$ cat config.mk
export PLATFORM = sky130hd
export DESIGN_NAME = internet_checksum_ip_tcp_flat
export DESIGN_NICKNAME = d
export VERILOG_FILES = /design/src/hw/rtl/ics_pkg.sv /design/src/hw/rtl/ics_in_if.sv /design/src/hw/rtl/ics_out_if.sv /design/src/hw/rtl/internet_checksum_ip_tcp.sv /design/src/hw/rtl/ics_finish.sv /design/src/flat_wrapper.sv
export SDC_FILE = /design/constraint.sdc
export NUM_CORES = 1
export LEC_CHECK = 0
export BUFFER_PORTS_ARGS = -buffer_cell sky130_fd_sc_hd__buf_2
export CAP_MARGIN = 10
export CORE_MARGIN = 8
export CORE_UTILIZATION = 46
export CTS_CLUSTER_DIAMETER = 50
export CTS_CLUSTER_SIZE = 24
export DETAILED_ROUTE_END_ITERATION = 10
export PLACE_DENSITY = 0.7
export SETUP_SLACK_MARGIN = 0.02
export SLEW_MARGIN = 10
export SYNTH_ARGS = -nofsm -noshare
export SYNTH_HDL_FRONTEND = slang
export SYNTH_HIERARCHICAL = 1
export SYNTH_SLANG_ARGS = --single-unit
$ cat constraint.sdc
create_clock -name clk -period 8.65 [get_ports clk]
set_clock_uncertainty 0.2 [all_clocks]
set_input_delay 0.4325 -clock clk [delete_from_list [all_inputs] [get_ports clk]]
set_output_delay 0.4325 -clock clk [all_outputs]
set_load 0.05 [all_outputs]
$ cat src/hw/rtl/ics_pkg.sv
`default_nettype none
// ----------------------------------------------------------------------------
// ics_pkg
// Shared types, constants and the one's complement add for the checksum block.
// ----------------------------------------------------------------------------
package ics_pkg;

    localparam int unsigned WORD_W       = 16;
    localparam int unsigned CKSUM_OFF_HI = 10;
    localparam int unsigned CKSUM_OFF_LO = 11;

    localparam logic [WORD_W-1:0] PROTO_TCP = 16'd6;

    localparam logic MODE_IP  = 1'b0;
    localparam logic MODE_TCP = 1'b1;

    localparam logic STATUS_OK      = 1'b0;
    localparam logic STATUS_ODD_LEN = 1'b1;

    // Packet summary handed from the byte accumulator to the finishing stage.
    typedef struct packed {
        logic [WORD_W-1:0] acc;
        logic [WORD_W-1:0] pad;
        logic [WORD_W-1:0] len;
        logic [31:0]       src;
        logic [31:0]       dst;
        logic              mode;
        logic              err;
    } ics_fin_t;

    function automatic logic [WORD_W-1:0] oc_add(input logic [WORD_W-1:0] a,
                                                 input logic [WORD_W-1:0] b);
        logic [WORD_W:0] s;
        s = {1'b0, a} + {1'b0, b};
        return s[WORD_W-1:0] + {{(WORD_W-1){1'b0}}, s[WORD_W]};
    endfunction

endpackage
`default_nettype wire

$ cat src/hw/rtl/ics_in_if.sv
`default_nettype none
// ----------------------------------------------------------------------------
// ics_in_if
// Byte stream channel into the checksum block.
// ----------------------------------------------------------------------------
interface ics_in_if;
    logic        valid;
    logic        ready;
    logic        cmd;
    logic [7:0]  data_byte;
    logic        last;
    logic [31:0] src_ip;
    logic [31:0] dst_addr;

    modport source (output valid, cmd, data_byte, last, src_ip, dst_addr,
                    input ready);
    modport sink   (input valid, cmd, data_byte, last, src_ip, dst_addr,
                    output ready);
endinterface
`default_nettype wire

$ cat src/hw/rtl/ics_out_if.sv
`default_nettype none
// ----------------------------------------------------------------------------
// ics_out_if
// Result channel out of the checksum block.
// ----------------------------------------------------------------------------
interface ics_out_if;
    logic        valid;
    logic        ready;
    logic [15:0] checksum;
    logic        status;

    modport source (output valid, checksum, status, input ready);
    modport sink   (input valid, checksum, status, output ready);
endinterface
`default_nettype wire

$ cat src/hw/rtl/internet_checksum_ip_tcp.sv
`default_nettype none
// ----------------------------------------------------------------------------
// internet_checksum_ip_tcp
// One's complement checksum over a byte stream, for IPv4 headers or TCP.
// ----------------------------------------------------------------------------
// The block takes one byte per clock on the pkt channel and accepts a byte in
// every cycle while the result path has room. Bytes pair big-endian into
// 16-bit words and go through one end-around-carry add per word. On the byte
// marked last, the packet sum moves to a finishing register; from there the
// complemented checksum is loaded into the output register when that register
// has room. Input stalls only while both the finishing register and the output
// register hold results that are not yet taken. In IP mode the bytes at
// offsets 10 and 11 count as zero and an odd length returns checksum 0 with
// status 1. In TCP mode an odd final byte is padded with zero and the
// pseudo-header (addresses, protocol 6, byte length) is added. Mode and
// addresses are taken from the first byte of each packet. The byte count
// wraps modulo 2^MAX_LEN_BITS.
// ----------------------------------------------------------------------------
module internet_checksum_ip_tcp
    import ics_pkg::*;
#(
    parameter int unsigned MAX_LEN_BITS = 16
)
(
    input  wire logic clk,
    input  wire logic rst_n,
    ics_in_if.sink    pkt,
    ics_out_if.source res
);

    localparam logic [MAX_LEN_BITS-1:0] OFF_HI = MAX_LEN_BITS'(CKSUM_OFF_HI);
    localparam logic [MAX_LEN_BITS-1:0] OFF_LO = MAX_LEN_BITS'(CKSUM_OFF_LO);

    logic [15:0]             acc_reg;
    logic [MAX_LEN_BITS-1:0] count_reg;
    logic [7:0]              held_reg;
    logic                    mode_reg;
    logic [31:0]             src_reg;
    logic [31:0]             dst_reg;
    logic                    in_packet_reg;

    logic                    fin_valid_reg;
    ics_fin_t                fin_reg;
    logic                    fin_ready;

    logic                    take;
    logic                    mode_cur;
    logic [31:0]             src_cur;
    logic [31:0]             dst_cur;
    logic [7:0]              byte_cur;
    logic                    odd;
    logic [15:0]             acc_next;
    logic [MAX_LEN_BITS-1:0] count_next;
    ics_fin_t                fin_next;

    assign pkt.ready = !fin_valid_reg || fin_ready;
    assign take      = pkt.valid && pkt.ready;

    always_comb
    begin
        mode_cur = in_packet_reg ? mode_reg : pkt.cmd;
        src_cur  = in_packet_reg ? src_reg  : pkt.src_ip;
        dst_cur  = in_packet_reg ? dst_reg  : pkt.dst_addr;
        odd      = count_reg[0];

        // The checksum field of an IPv4 header is summed as zero.
        if (mode_cur == MODE_IP && (count_reg == OFF_HI || count_reg == OFF_LO))
        begin
            byte_cur = 8'h00;
        end
        else
        begin
            byte_cur = pkt.data_byte;
        end

        acc_next   = odd ? oc_add(acc_reg, {held_reg, byte_cur}) : acc_reg;
        count_next = count_reg + MAX_LEN_BITS'(1);

        fin_next.acc  = acc_next;
        fin_next.pad  = (mode_cur == MODE_TCP && !odd) ? {byte_cur, 8'h00} : 16'h0000;
        fin_next.len  = 16'(count_next);
        fin_next.src  = src_cur;
        fin_next.dst  = dst_cur;
        fin_next.mode = mode_cur;
        fin_next.err  = (mode_cur == MODE_IP) && !odd;
    end

    always_ff @(posedge clk or negedge rst_n)
    begin
        if (!rst_n)
        begin
            acc_reg       <= '0;
            count_reg     <= '0;
            held_reg      <= '0;
            mode_reg      <= MODE_IP;
            src_reg       <= '0;
            dst_reg       <= '0;
            in_packet_reg <= 1'b0;
        end
        else if (take)
        begin
            mode_reg <= mode_cur;
            src_reg  <= src_cur;
            dst_reg  <= dst_cur;
            if (pkt.last)
            begin
                acc_reg       <= '0;
                count_reg     <= '0;
                held_reg      <= '0;
                in_packet_reg <= 1'b0;
            end
            else
            begin
                acc_reg       <= acc_next;
                count_reg     <= count_next;
                held_reg      <= odd ? held_reg : byte_cur;
                in_packet_reg <= 1'b1;
            end
        end
    end

    always_ff @(posedge clk or negedge rst_n)
    begin
        if (!rst_n)
        begin
            fin_valid_reg <= 1'b0;
        end
        else if (take && pkt.last)
        begin
            fin_valid_reg <= 1'b1;
        end
        else if (fin_ready)
        begin
            fin_valid_reg <= 1'b0;
        end
    end

    always_ff @(posedge clk)
    begin
        if (take && pkt.last)
        begin
            fin_reg <= fin_next;
        end
    end

    ics_finish u_finish (
        .clk       (clk),
        .rst_n     (rst_n),
        .fin_valid (fin_valid_reg),
        .fin       (fin_reg),
        .fin_ready (fin_ready),
        .res       (res)
    );

    a_clear_after_last: assert property (@(posedge clk) disable iff (!rst_n)
        take && pkt.last |=> !in_packet_reg && count_reg == '0 && acc_reg == '0)
        else $error("packet state not cleared after last byte");

    a_count_in_packet: assert property (@(posedge clk) disable iff (!rst_n)
        count_reg != '0 |-> in_packet_reg)
        else $error("byte count outside a packet");

    a_fin_hold: assert property (@(posedge clk) disable iff (!rst_n)
        fin_valid_reg && !fin_ready |=> fin_valid_reg && $stable(fin_reg))
        else $error("finishing register changed while stalled");

endmodule
`default_nettype wire

$ cat src/hw/rtl/ics_finish.sv
`default_nettype none
// ----------------------------------------------------------------------------
// ics_finish
// Adds the pad word and, for TCP, the pseudo-header to a packet sum, folds the
// carries and holds the complemented checksum in the output register.
// ----------------------------------------------------------------------------
module ics_finish
    import ics_pkg::*;
(
    input  wire logic     clk,
    input  wire logic     rst_n,
    input  wire logic     fin_valid,
    input  wire ics_fin_t fin,
    output logic          fin_ready,
    ics_out_if.source     res
);

    logic        out_valid_reg;
    logic [15:0] checksum_reg;
    logic        status_reg;

    logic [18:0] sum;
    logic [16:0] fold1;
    logic [15:0] fold2;
    logic [15:0] checksum_next;

    assign fin_ready = !out_valid_reg || res.ready;

    // Wide sum of up to eight words; two folds give the same result as a
    // chain of end-around-carry adds.
    always_comb
    begin
        sum = 19'(fin.acc) + 19'(fin.pad);
        if (fin.mode == MODE_TCP)
        begin
            sum = sum + 19'(fin.src[31:16]) + 19'(fin.src[15:0])
                      + 19'(fin.dst[31:16]) + 19'(fin.dst[15:0])
                      + 19'(PROTO_TCP) + 19'(fin.len);
        end
        fold1 = 17'(sum[15:0]) + 17'(sum[18:16]);
        fold2 = fold1[15:0] + 16'(fold1[16]);
        checksum_next = fin.err ? 16'h0000 : ~fold2;
    end

    always_ff @(posedge clk or negedge rst_n)
    begin
        if (!rst_n)
        begin
            out_valid_reg <= 1'b0;
        end
        else if (fin_ready)
        begin
            out_valid_reg <= fin_valid;
        end
    end

    always_ff @(posedge clk)
    begin
        if (fin_ready && fin_valid)
        begin
            checksum_reg <= checksum_next;
            status_reg   <= fin.err ? STATUS_ODD_LEN : STATUS_OK;
        end
    end

    assign res.valid    = out_valid_reg;
    assign res.checksum = checksum_reg;
    assign res.status   = status_reg;

    a_err_zero: assert property (@(posedge clk) disable iff (!rst_n)
        out_valid_reg && status_reg == STATUS_ODD_LEN |-> checksum_reg == 16'h0000)
        else $error("error status without zero checksum");

    a_load_on_room: assert property (@(posedge clk) disable iff (!rst_n)
        fin_valid && fin_ready |=> out_valid_reg)
        else $error("finished packet lost at output register");

    a_hold_on_stall: assert property (@(posedge clk) disable iff (!rst_n)
        out_valid_reg && !res.ready |=> out_valid_reg && $stable(checksum_reg))
        else $error("result changed while stalled");

endmodule
`default_nettype wire

$ cat src/flat_wrapper.sv
// flat-port wrapper written by rule: the top's interface ports become plain ports
module internet_checksum_ip_tcp_flat import ics_pkg::*;
#(
    parameter int unsigned MAX_LEN_BITS = 16
)
  (clk, rst_n, pkt_valid, pkt_cmd, pkt_data_byte, pkt_last, pkt_src_ip, pkt_dst_addr, pkt_ready, res_valid, res_checksum, res_status, res_ready);
  ics_in_if pkt_i ();
  ics_out_if res_i ();
  input  wire logic clk;
  input  wire logic rst_n;
  input wire logic [$bits(pkt_i.valid)-1:0] pkt_valid;
  input wire logic [$bits(pkt_i.cmd)-1:0] pkt_cmd;
  input wire logic [$bits(pkt_i.data_byte)-1:0] pkt_data_byte;
  input wire logic [$bits(pkt_i.last)-1:0] pkt_last;
  input wire logic [$bits(pkt_i.src_ip)-1:0] pkt_src_ip;
  input wire logic [$bits(pkt_i.dst_addr)-1:0] pkt_dst_addr;
  output wire logic [$bits(pkt_i.ready)-1:0] pkt_ready;
  output wire logic [$bits(res_i.valid)-1:0] res_valid;
  output wire logic [$bits(res_i.checksum)-1:0] res_checksum;
  output wire logic [$bits(res_i.status)-1:0] res_status;
  input wire logic [$bits(res_i.ready)-1:0] res_ready;
  assign pkt_i.valid = pkt_valid;
  assign pkt_i.cmd = pkt_cmd;
  assign pkt_i.data_byte = pkt_data_byte;
  assign pkt_i.last = pkt_last;
  assign pkt_i.src_ip = pkt_src_ip;
  assign pkt_i.dst_addr = pkt_dst_addr;
  assign pkt_ready = pkt_i.ready;
  assign res_valid = res_i.valid;
  assign res_checksum = res_i.checksum;
  assign res_status = res_i.status;
  assign res_i.ready = res_ready;
  internet_checksum_ip_tcp #(.MAX_LEN_BITS(MAX_LEN_BITS)) u_core (.clk(clk), .rst_n(rst_n), .pkt(pkt_i), .res(res_i));
endmodule
; Word level (Yosys, flattened, before mapping)
; Cells that the tools add are included.
[op_classes]
reduce_logical = 14
n_mux = 14
eq_ne = 3
bitwise = 2
addsub = 12
[ops]
columns = op, count
row1 = $mux W32, 2
row2 = $add A19 B16 Y19, 3
row3 = $mux W16, 3
row4 = $add A16 B16 Y17, 2
row5 = $add A16 B1 Y16, 2
row6 = $eq A16 B4 Y1 const B, 2
row7 = $mux W8, 3
row8 = $add A18 B16 Y19, 1
row9 = $add A19 B3 Y19 const B, 1
row10 = $mux W19, 1
row11 = $add A17 B16 Y18, 1
row12 = $add A16 B3 Y17, 1
row13 = $add A16 B1 Y16 const B, 1
row14 = $not A16 Y16, 1
row15 = $logic_and A1 B1 Y1, 6
row16 = $mux W1, 5
row17 = $logic_not A1 Y1, 3
row18 = $logic_or A1 B1 Y1, 3
row19 = $ne A2 B2 Y1 const B, 1
row20 = $reduce_and A2 Y1, 1
row21 = $reduce_bool A2 Y1, 1
row22 = $not A1 Y1, 1
[word_totals]
regBits = 239
output_inout_bits = 19

; Depth between registers and ports, before layout
; Gate-level depths: netlist of the first run.
[logic_depth]
depth_word = 11
mapped_depth = 38
ltp_nobuf = 37

; Cells and area by module
; Netlist of the first run, hierarchy kept.
[modules_own_cells]
columns = mod, area_per_inst_um2, n_inst, cells_each
row1 = internet_checksum_ip_tcp, 10004.6, 1, 776
row2 = ics_finish, 5086.1, 1, 561

; Worst setup path before layout of the first run
; OpenSTA, ideal clock, no wires.
[synth_path]
kind = flip-flop to flip-flop
from = reg u_core/fin_reg[104] (netlist name)
to = reg u_core.u_finish.checksum_reg[14], in the netlist u_core/u_finish/res.checksum[14], data pin
setup_slack_ps = -177
t_required_ps = 8194
period_less_slack_ps = 8827
arrival_ps = 8372
n_path_buf = 2
setup_ps = 256
stages_incl_launch_ff = 39
cell_sequence = edfxtp_1 ha_1 buf_2 or3b_1 o221ai_1 or3_4 inv_1 fa_1 fa_1 inv_1 fa_1 ha_1 ha_1 buf_2 a21o_1 a221oi_2 o211a_1 o21ai_1 (+3 left out) a21oi_1 xor2_1 nor2_1 ha_1 a21o_1 o21ai_2 a21oi_2 nand3b_2 or4_1 nor2_1 ha_1 ha_1 nand2_1 nor3_1 o211ai_1 nor4_2 a311oi_1 a41o_1
[synth_between]
elab_chain_cells = 11
[synth_rtl]
columns = item, line_no
row1 = start: declaration, internet_checksum_ip_tcp.sv:43  ; ics_fin_t fin_reg;
row2 = start signal: assignment, internet_checksum_ip_tcp.sv:142  ; fin_reg <= fin_next;
row3 = $add A16 B16 Y17 (*), ics_finish.sv:33  ; sum = 19'(fin.acc) + 19'(fin.pad);
row4 = $add A17 B16 Y18, ics_finish.sv:36  ; sum = sum + 19'(fin.src[31:16]) + 19'(fin.src[15:0])
row5 = $add A18 B16 Y19, ics_finish.sv:36
row6 = $add A19 B16 Y19 (2 in series), ics_finish.sv:37  ; + 19'(fin.dst[31:16]) + 19'(fin.dst[15:0])
row7 = $add A19 B3 Y19, ics_finish.sv:38  ; + 19'(PROTO_TCP) + 19'(fin.len);
row8 = $add A19 B16 Y19, ics_finish.sv:38
row9 = $mux W19 (*), ics_finish.sv:34  ; if (fin.mode == MODE_TCP)
row10 = $add A16 B3 Y17 (*), ics_finish.sv:40  ; fold1 = 17'(sum[15:0]) + 17'(sum[18:16]);
row11 = $add A16 B1 Y16 (*), ics_finish.sv:41  ; fold2 = fold1[15:0] + 16'(fold1[16]);
row12 = $not A16 Y16 (*), ics_finish.sv:42  ; checksum_next = fin.err ? 16'h0000 : ~fold2;
row13 = end signal: assignment, ics_finish.sv:61  ; checksum_reg <= checksum_next;
row14 = end: declaration, ics_finish.sv:19  ; logic [15:0] checksum_reg;
; Mark *: on every way between the ends. The rest lies on a longest branch, timed or not.
; A chain may end at the register's enable or synchronous reset.

; Worst setup path after layout of the first run
[layout_path]
from = reg u_core/fin_reg[108] (netlist name)
to = reg u_core.u_finish.checksum_reg[12], in the netlist u_core/u_finish/res.checksum[12], data pin
; Same word-level chain as after synthesis.

==> flow_summary.toml, run 1 <==
[placed_design]
gp_congestion = 0.8823
port_buffers = 96
dpl.hpwl_mm = 25.79
numPlacedInstances = 1865

[pwr]
p_sw_frac = 0.4423
seq_power_share = 0.202
switching_power_mw = 3.385
ir_worst_vdd_mv = 0.4114
power.density_mw_per_mm2 = 432.5
p_int_mw = 4.268
p_clk_frac = 0.129
comb_power_share = 0.670
p_leak_nw = 7.513

[clocking]
cts_inserted_buffers = 22
cts-root-buf = "clkbuf_16"
cts_tree = "yes"
clk_latency_ps = 550
cts.sinks = 231
clkTransAtPathRegs_ps = 80
cts_max_level = 1
clock_path_buffers = 3

[setup_path]
r2r_slack_ps = 120
crit_required_ps = 8710
r2r-start = "u_core/fin_reg[108]"
critPathArrivalTime_ps = 8590
end_kind = "flip-flop"
cp.buffers_inverters = 4
cp_top_family = "adder cells"
critPathKind = "flip-flop to flip-flop"
endpoint = "u_core/u_finish/res.checksum[12]"
cp_max_fo = 5
worstRegToRegCells = 36
cp.depth = 36
cp_slowest_cell = "or4_4"
r2r_end = "u_core/u_finish/res.checksum[12]"
critical_path.startpoint = "u_core/fin_reg[108]"
crit_top_cell = "a21o_1"
slowest_delay_ps = 520
start_kind = "flip-flop"

[timing]
fin_hold_ws_ps = 8.228
final_max_slew_viol_count = 0
rsz0062_at_grt = "true"
final-setup-viol-count = 0
worst_slew_pin_slew_ps = 1127
final-hold-violation-count = 0
fin_crit_sh = 0.9866
fin_crit_ps = 8534
max_slew_margin = 0.2485
fmax_mhz = 117.2

[synth]
ys_types = 97
synth-xor-area-share = 0.04751
synth_seq_area_share = 0.4238
async_flop_share = 0.4675
netlist_area_sq_mm = 0.01509
yosys_most_used_dff = "edfxtp_1"
synth_fa_ha_area_frac = 0.1491
synth-simple-area-share = 0.1095
synth_top_family_by_area = "adder cells"
synth-compound-area-share = 0.1159
synthMuxAreaShare = 0.1080
synth-seq-cells = 231
syn_area_per_cell_sq_um = 11.29
synth_edf_count = 123
synth_cells = 1337
ys_warn_count = 6

[floorplan]
start_util = 0.4650
io_pins = 97
die_area_sq_mm = 0.03886
fp.dieH_um = 197.1
num_rows = 66
core_area_sq_mm = 0.03245
die-width_um = 197.1

[grt]
grt_pass1_wl_mm = 55.78
gr-total-overflow = 0
antenna_found_initial = 0
first_global_vias = 10600
grt_util_all_layers = 0.1775
grt_max_degree = 78

[final_layout]
multi_input_area_sq_mm = 0.008491
drive_above_1_share = 0.2837
areaGrowthSynthToFinish_pct = 17.27
n_fill_cell = 2723
largest_register_ffs = 106
final_cell_mix = "mux2_2, inv_1, edfxtp_1"
final-seq-area_sq_mm = 0.006397
final-instance-count-excl-fill = 1940
antenna_cells = 0
layout_commonest_cell = "mux2_2"
utilization = 0.5453
fin_nets = 1700

[drt]
ant_nets = 0
via_count = 10510
dr.max_layer_used = "met4"
routed-wl-met3_mm = 1.796
met2RoutedLength_mm = 17.04
drtIter0Drc = 722
wl_met1_mm = 15.55
drc_errors = 0
vias_per_cell = 5.419
routed_wl_mm = 35.53
post_drt_wl_per_cell_um = 18.32
dr.pass1.iters = 5

[status]
outcome = "finished, final reports clean"

[run]
maxCapViolations = 0

[hold_path]
hold_class = "primary input to flip-flop"
-- metrics by stage --
stage	area (sq um)	worst slack [ps]	setup TNS, ps	power [mW]
after floorplan	15130	-46.04	-46.04	4.773
after global placement	16210	81.62	0	5.752
after detailed placement	16210	-153.6	-314.7	5.836
after CTS	17130	18.13	0	6.890
after global routing	17700	-220.0	-657.0	8.215
final	17700	115.7	0	7.654
-- synth_stat cells (18+ instances only) --
cell | count | share of area
inv_1 | 129 | 0.032
ha_1 | 75 | 0.062
o21ai_0 | 58 | 0.019
fa_1 | 65 | 0.086
a21oi_1 | 53 | 0.018
and3_1 | 22 | 0.0091
dfrtp_1 | 108 | 0.18
xnor2_1 | 46 | 0.027
xor2_1 | 34 | 0.020
nor3_1 | 18 | 0.0060
nor2_1 | 69 | 0.017
edfxtp_1 | 123 | 0.24
mux2_2 | 138 | 0.10
clkbuf_1 | 34 | 0.0085
nand2_1 | 80 | 0.020
-- metal layers --
layer  global-route usage  vias up
met3              0.02641       66
met2               0.2922      276
met5                    0        -
li1                     -     5030
met4              0.05963        0
met1               0.2378     5140
-- power by group through the flow --
stage	Sequential (mW)	Combinational (mW)	Clock, mW
after global placement	1.55	4.20	0
after detailed placement	1.57	4.27	0
after floorplan	1.64	3.13	0
after global routing	1.57	5.59	1.05
after CTS	1.54	4.34	1.01
final	1.54	5.13	0.984
-- cell families (layout without fill, tap and decap cells) --
group / after synthesis / count (layout)
DFF: 231 / 231
and+or+nand+nor: 309 / 309
muxes: 145 / 145
adders and majority gates: 141 / 141
xor gates and xnor gates: 81 / 81
other: 1 / 9
buffers and inverters: 179 / 332
AOI/OAI and AO/OA: 250 / 250
-- what timing repair did --
action,CTS,global route
endpoints found under the hold margin,60,1
resized for setup,6,66
setup buffers,2,19
endpoints found under the setup margin,5,11
hold buffers,13,1
pin swaps,2,63
-- how the worst min path moves through the flow --
stage                          from                 end  slack [ps]  depth (start not counted)
global route         pkt_src_ip[20]  u_core/fin_reg[54]           4                          2
global placement    u_core/mode_reg     u_core/mode_reg         260                          2
finish              pkt_dst_addr[3]   u_core/fin_reg[5]           8                          2
floorplan                     rst_n   u_core/acc_reg[0]         -60                          0
CTS                  pkt_src_ip[12]  u_core/fin_reg[46]         0.3                          2
detailed placement  u_core/mode_reg     u_core/mode_reg         270                          2
-- layout make-up --
cell class	count	area share
clock buffer	25	0.03231
clock inverter	15	0.01011
inverter	129	0.02736
multi-input combinational	935	0.4798
sequential	231	0.3615
tap	442	0.03125
timing repair buffer	163	0.05769
Power figures use the tool's default switching activity.
==> run 2: changes to the inputs <==
PLACE_DENSITY = 0.67   (was 0.7)
SYNTH_HIERARCHICAL = not set   (was 1)
==> flow_summary.toml, run 2 <==
[pwr]
p_leak_nw = 6.757
power.density_mw_per_mm2 = 386.8
p_clk_frac = 0.177
p_sw_frac = 0.4280
switching_power_mw = 2.633
power_mw = 6.153
seq_power_share = 0.252
comb_power_share = 0.572
p_int_mw = 3.520
ir_worst_vdd_mv = 0.2365

[setup_path]
start_kind = "flip-flop"
cp_top_family = "adder cells"
cp_slowest_cell = "fa_1"
crit_required_ps = 8720
end_kind = "flip-flop"
slowest_delay_ps = 540
critPathArrivalTime_ps = 8250
crit_top_cell = "ha_1"
critPathKind = "flip-flop to flip-flop"
cp.buffers_inverters = 3
cp_max_fo = 5

[timing]
worst_slew_pin_slew_ps = 1081
final-hold-violation-count = 0
rsz0062_at_grt = "false"
fin_crit_ps = 8184
fin_crit_sh = 0.9461
final_max_slew_viol_count = 0
max_slew_margin = 0.2765
fmax_mhz = 122.2
final-setup-viol-count = 0

[clocking]
clock_path_buffers = 3
cts-root-buf = "clkbuf_16"
cts_tree = "yes"
cts.sinks = 231
cts_max_level = 1
cts_inserted_buffers = 25
clkTransAtPathRegs_ps = 70
clk_latency_ps = 540

[final_layout]
n_fill_cell = 2602
drive_above_1_share = 0.2570
areaGrowthSynthToFinish_pct = 14.95
largest_register_ffs = 106
final-instance-count-excl-fill = 1678
layout_commonest_cell = "mux2_2"
fin_nets = 1482
utilization = 0.5368
antenna_cells = 0
final_cell_mix = "mux2_2, edfxtp_1, dfrtp_1"

[placed_design]
numPlacedInstances = 1611
gp_congestion = 0.9142
dpl.hpwl_mm = 23.38
port_buffers = 96

[synth]
synth_seq_area_share = 0.4622
ys_warn_count = 0
synth_edf_count = 123
synth_cells = 1156
netlist_area_sq_mm = 0.01384
synth.area.top_cells = "edfxtp_1, dfrtp_1, mux2_2, fa_1, ha_1"
synth.most_common_cell = "mux2_2"
yosys_most_used_dff = "edfxtp_1"
async_flop_share = 0.4675
ys_types = 70
syn_area_per_cell_sq_um = 11.97
synth_largest_area_cell = "edfxtp_1"
syn-num-nets = 1369
synth_top_area_frac = 0.2669
synth-seq-cells = 231
synthTopCellsByCount = "mux2_2, edfxtp_1, dfrtp_1"

[drt]
post_drt_wl_per_cell_um = 18.89
via_count = 9070
dr.pass1.iters = 5
vias_per_cell = 5.405
routed_wl_mm = 31.69
ant_nets = 0
drc_errors = 0
drtIter0Drc = 506

[floorplan]
io_pins = 97
die-width_um = 189.5
start_util = 0.4669
fp.dieH_um = 189.5
num_rows = 63
core_area_sq_mm = 0.02964
die_area_sq_mm = 0.03589

[run]
maxCapViolations = 0

[grt]
grt_util_all_layers = 0.1765
grt_max_degree = 75
gr-total-overflow = 0
first_global_vias = 9448
grt_pass1_wl_mm = 50.82
antenna_found_initial = 0

[hold_path]
hold_class = "primary input to flip-flop"

[status]
outcome = "finished, final reports clean"
run 2: changes by cell type after synthesis, moves of 7 or more:
cell,before,now
nand2_1,80,68
and2_1,17,5
o21ai_1,14,7
inv_1,129,85
a211oi_1,11,4
xnor2_1,46,35
mux2i_1,5,13
a21oi_1,53,62
o21ai_0,58,39
run 2: cell type report:
type | count | area, sq um | area share
clock inverters | 19 | 211.5 | 0.01329
multi-input cells | 799 | 7108 | 0.4468
clock buffers | 27 | 633.1 | 0.03980
well taps | 390 | 488.0 | 0.03067
flip-flops and latches | 231 | 6397 | 0.4021
repair buffers | 126 | 745.7 | 0.04687
inverters | 86 | 325.3 | 0.02045
run 2: what timing repair did:
item / CTS / global route
hold buffers: 15 / 0
buffers inserted: 3 / 3
setup endpoints to repair: 3 / 10
pin swaps: 2 / 14
gates resized for setup: 4 / 26
hold endpoints to repair: 60 / 0
run 2: layer usage:
metal  track usage  part of all wire  up-vias  wire [um]
met5             0                 0        -          0
met4       0.05141             0.029        0        929
met3       0.03311             0.045       52       1419
met2        0.2865              0.47      186      14940
met1        0.2381              0.45     4514      14400
li1              -                 -     4318          -
run 2: logic make-up after synthesis:
logic type | count (synthesis) | share of synthesized area
XOR/XNOR | 72 | 0.04656
AND/OR/NAND/NOR | 268 | 0.09900
AO/OA/AOI/OAI | 177 | 0.08173
flip-flops | 231 | 0.4622
buffers and inverters | 126 | 0.03426
adder cells (fa/ha/maj) | 135 | 0.1579
multiplexers | 147 | 0.1184
run 2: worst reg2reg max path: cells and delay by family, from the launching register on:
kind / cells / cell delay (ps)
xor+xnor: 3 / 400
buf+inv: 3 / 180
fa+ha+maj: 9 / 3130
flops: 1 / 370
compound gates: 7 / 1090
simple gates: 14 / 2540
run 2: final timing paths:
path | startpoint | end | slack, ps | depth (start not counted)
max reg2reg | u_core.fin_reg[90] | u_core.u_finish.res.checksum[14] | 470 | 36
min in group asynchronous | rst_n | u_core.held_reg[0] | 260 | 2
max in group asynchronous | rst_n | u_core.dst_reg[10] | 6670 | 3
min | pkt_dst_addr[14] | u_core.fin_reg[16] | 20 | 2
max | u_core.fin_reg[90] | u_core.u_finish.res.checksum[14] | 470 | 36
min reg2reg | u_core.fin_valid_reg | u_core.u_finish.res.valid | 290 | 1
run 2: power groups by stage:
stage,logic (mW),registers [mW],clock network [mW]
6_report,3.52,1.55,1.09
5_1_grt,3.89,1.58,1.15
4_1_cts,3.30,1.55,1.11
3_5_place_dp,3.27,1.57,0
3_3_place_gp,3.23,1.56,0
2_1_floorplan,2.46,1.62,0
run 2: per-stage QoR:
| stage | hold slack [ps] | cell area [sq um] | setup TNS [ps] | worst slack [ps] |
|---|---|---|---|---|
| 5_1_grt | 6.892 | 15910 | 0 | 8.424 |
| 3_5_place_dp | 275.4 | 14730 | -94.88 | -51.37 |
| 6_report | 19.85 | 15910 | 0 | 466.2 |
| 3_3_place_gp | 264.1 | 14730 | 0 | 138.5 |
| 2_1_floorplan | -63.09 | 13840 | 0 | 692.6 |
| 4_1_cts | 0.2026 | 15770 | 0 | 83.02 |
==> run 3: changes to the inputs <==
CORE_MARGIN = 4   (was 8)
PLACE_DENSITY = 0.64   (was 0.67)
clock period = 9.8 ns   (was 8.65 ns; I/O delays follow)
==> flow_summary.toml, run 3 (synthesized netlist as in run 2, its figures left out) <==
[status]
outcome = "finished, final reports clean"

[final_layout]
multi_input_area_sq_mm = 0.006972
final-seq-area_sq_mm = 0.006397
antenna_cells = 0
final_cell_mix = "mux2_2, edfxtp_1, dfrtp_1"
layout_commonest_cell = "mux2_2"
finalInstanceArea_sq_mm = 0.01564
fin_nets = 1459
areaGrowthSynthToFinish_pct = 13.00
drive_above_1_share = 0.2372
largest_register_ffs = 106
n_fill_cell = 2642

[setup_path]
worstRegToRegCells = 35
critPathKind = "flip-flop to flip-flop"
critical_path.startpoint = "u_core.fin_reg[108]"
cp_slowest_cell = "fa_1"
r2r_end = "u_core.u_finish.res.checksum[14]"
end_kind = "flip-flop"
start_kind = "flip-flop"
r2r_slack_ps = 1010
endpoint = "u_core.u_finish.res.checksum[14]"
slowest_delay_ps = 540
cp_max_fo = 5
r2r-start = "u_core.fin_reg[108]"
crit_required_ps = 9870
critPathArrivalTime_ps = 8860

[placed_design]
port_buffers = 96
dpl.hpwl_mm = 22.90
placed_area_sq_mm = 0.01471
gp_congestion = 0.8678

[grt]
gr-total-overflow = 0
antenna_found_initial = 0
grt_util_all_layers = 0.1848
first_global_vias = 8806
grt_pass1_wl_mm = 48.74
grt_max_degree = 79

[drt]
routed_wl_mm = 30.74
via_count = 8915
post_drt_wl_per_cell_um = 18.57
vias_per_cell = 5.387
dr.pass1.iters = 5
drtIter0Drc = 571
drc_errors = 0
ant_nets = 0

[floorplan]
io_pins = 97
die-width_um = 181.5
num_rows = 63
fp.dieH_um = 181.5
core_area_sq_mm = 0.02964
die_area_sq_mm = 0.03292
start_util = 0.4669

[pwr]
p_leak_nw = 6.678
power.density_mw_per_mm2 = 337.7
ir_worst_vdd_mv = 0.2389

[timing]
final-setup-viol-count = 0
fin_crit_sh = 0.8966
final-hold-violation-count = 0
max_slew_margin = 0.2485
fin_hold_ws_ps = 37.48
fin_crit_ps = 8787
rsz0062_at_grt = "false"
worst_slew_pin_slew_ps = 1119
final_max_slew_viol_count = 0
fmax_mhz = 113.8
setup_tns_ps = 0

[clocking]
clk_latency_ps = 540
clkTransAtPathRegs_ps = 70
cts_tree = "yes"
cts-root-buf = "clkbuf_16"
cts_inserted_buffers = 25
cts_max_level = 1
cts.sinks = 231
cts_setup_buffers = 0
clock_path_buffers = 3

[hold_path]
hold_class = "primary input to flip-flop"

[run]
maxCapViolations = 0
==> run 3: cell types whose count changed in the layout (fill, tap and decap cells not counted), sizes merged <==
cell	change
clkinv	+4
clkinvlp	-3
buf	-9
dlygate4sd3	-14
bufinv	+1
inv	-2
==> run 3: area by class of cell <==
| type | instances | area share |
|---|---|---|
| inverter | 86 | 0.02080 |
| multi-input combinational | 799 | 0.4458 |
| timing repair buffer | 103 | 0.03440 |
| clock buffer | 27 | 0.04176 |
| sequential | 231 | 0.4091 |
| clock inverter | 19 | 0.01696 |
| tap | 390 | 0.03120 |
==> run 3: how the worst min path moves through the flow <==
| stage | startpoint | to | slack, ps | depth (start not counted) |
|---|---|---|---|---|
| 4_1_cts | res_ready | u_core.u_finish.res.valid | 6 | 3 |
| 5_1_grt | pkt_dst_addr[23] | u_core.fin_reg[25] | 40 | 2 |
| 3_3_place_gp | u_core.fin_valid_reg | u_core.u_finish.res.valid | 260 | 1 |
| 3_5_place_dp | u_core.fin_valid_reg | u_core.u_finish.res.valid | 270 | 1 |
| 6_report | res_ready | u_core.u_finish.res.valid | 40 | 3 |
| 2_1_floorplan | rst_n | u_core.acc_reg[0] | -6 | 0 |
==> run 3: per-stage QoR <==
step / util / setup slack, ps / instances / total power [mW]
floorplan: - / 1843 / 1156 / 3.606
global placement: 0.4963 / 1225 / 1608 / 4.223
detailed placement: 0.4963 / 1057 / 1608 / 4.260
CTS: 0.5277 / 999.1 / 1655 / 5.301
global route: 0.5277 / 314.4 / 1655 / 5.709
finish: 0.5277 / 1013 / 1655 / 5.282
==> run 3: report_power, final <==
group / internal [mW] / total (mW) / leakage [nW] / switching [mW]
combinational: 1.19 / 2.90 / 3.73 / 1.71
clock: 0.566 / 1.02 / 0.445 / 0.451
sequential: 1.27 / 1.37 / 2.50 / 0.0994
==> run 3: timing repair <==
action / CTS / global route
resized for setup: 0 / 0
setup endpoints to repair: 0 / 0
hold buffers: 1 / 0
hold endpoints to repair: 41 / 0
==> run 3: critical path, delay by kind of cell (launching register included) <==
| family | cells | cell delay [ps] |
|---|---|---|
| and+or+nand+nor | 13 | 2710 |
| AOI/OAI and AO/OA | 9 | 1590 |
| buffers and inverters | 2 | 140 |
| xor gates and xnor gates | 2 | 450 |
| adders and majority gates | 8 | 2950 |
| DFF | 1 | 370 |
| muxes | 1 | 100 |
==> run 3: routing by layer <==
metal,global-route usage,vias to the layer above,part of all wire
met5,0,-,0
met4,0.03933,0,0.021
met3,0.02504,40,0.045
met2,0.2854,198,0.45
met1,0.2816,4402,0.48
li1,-,4275,-
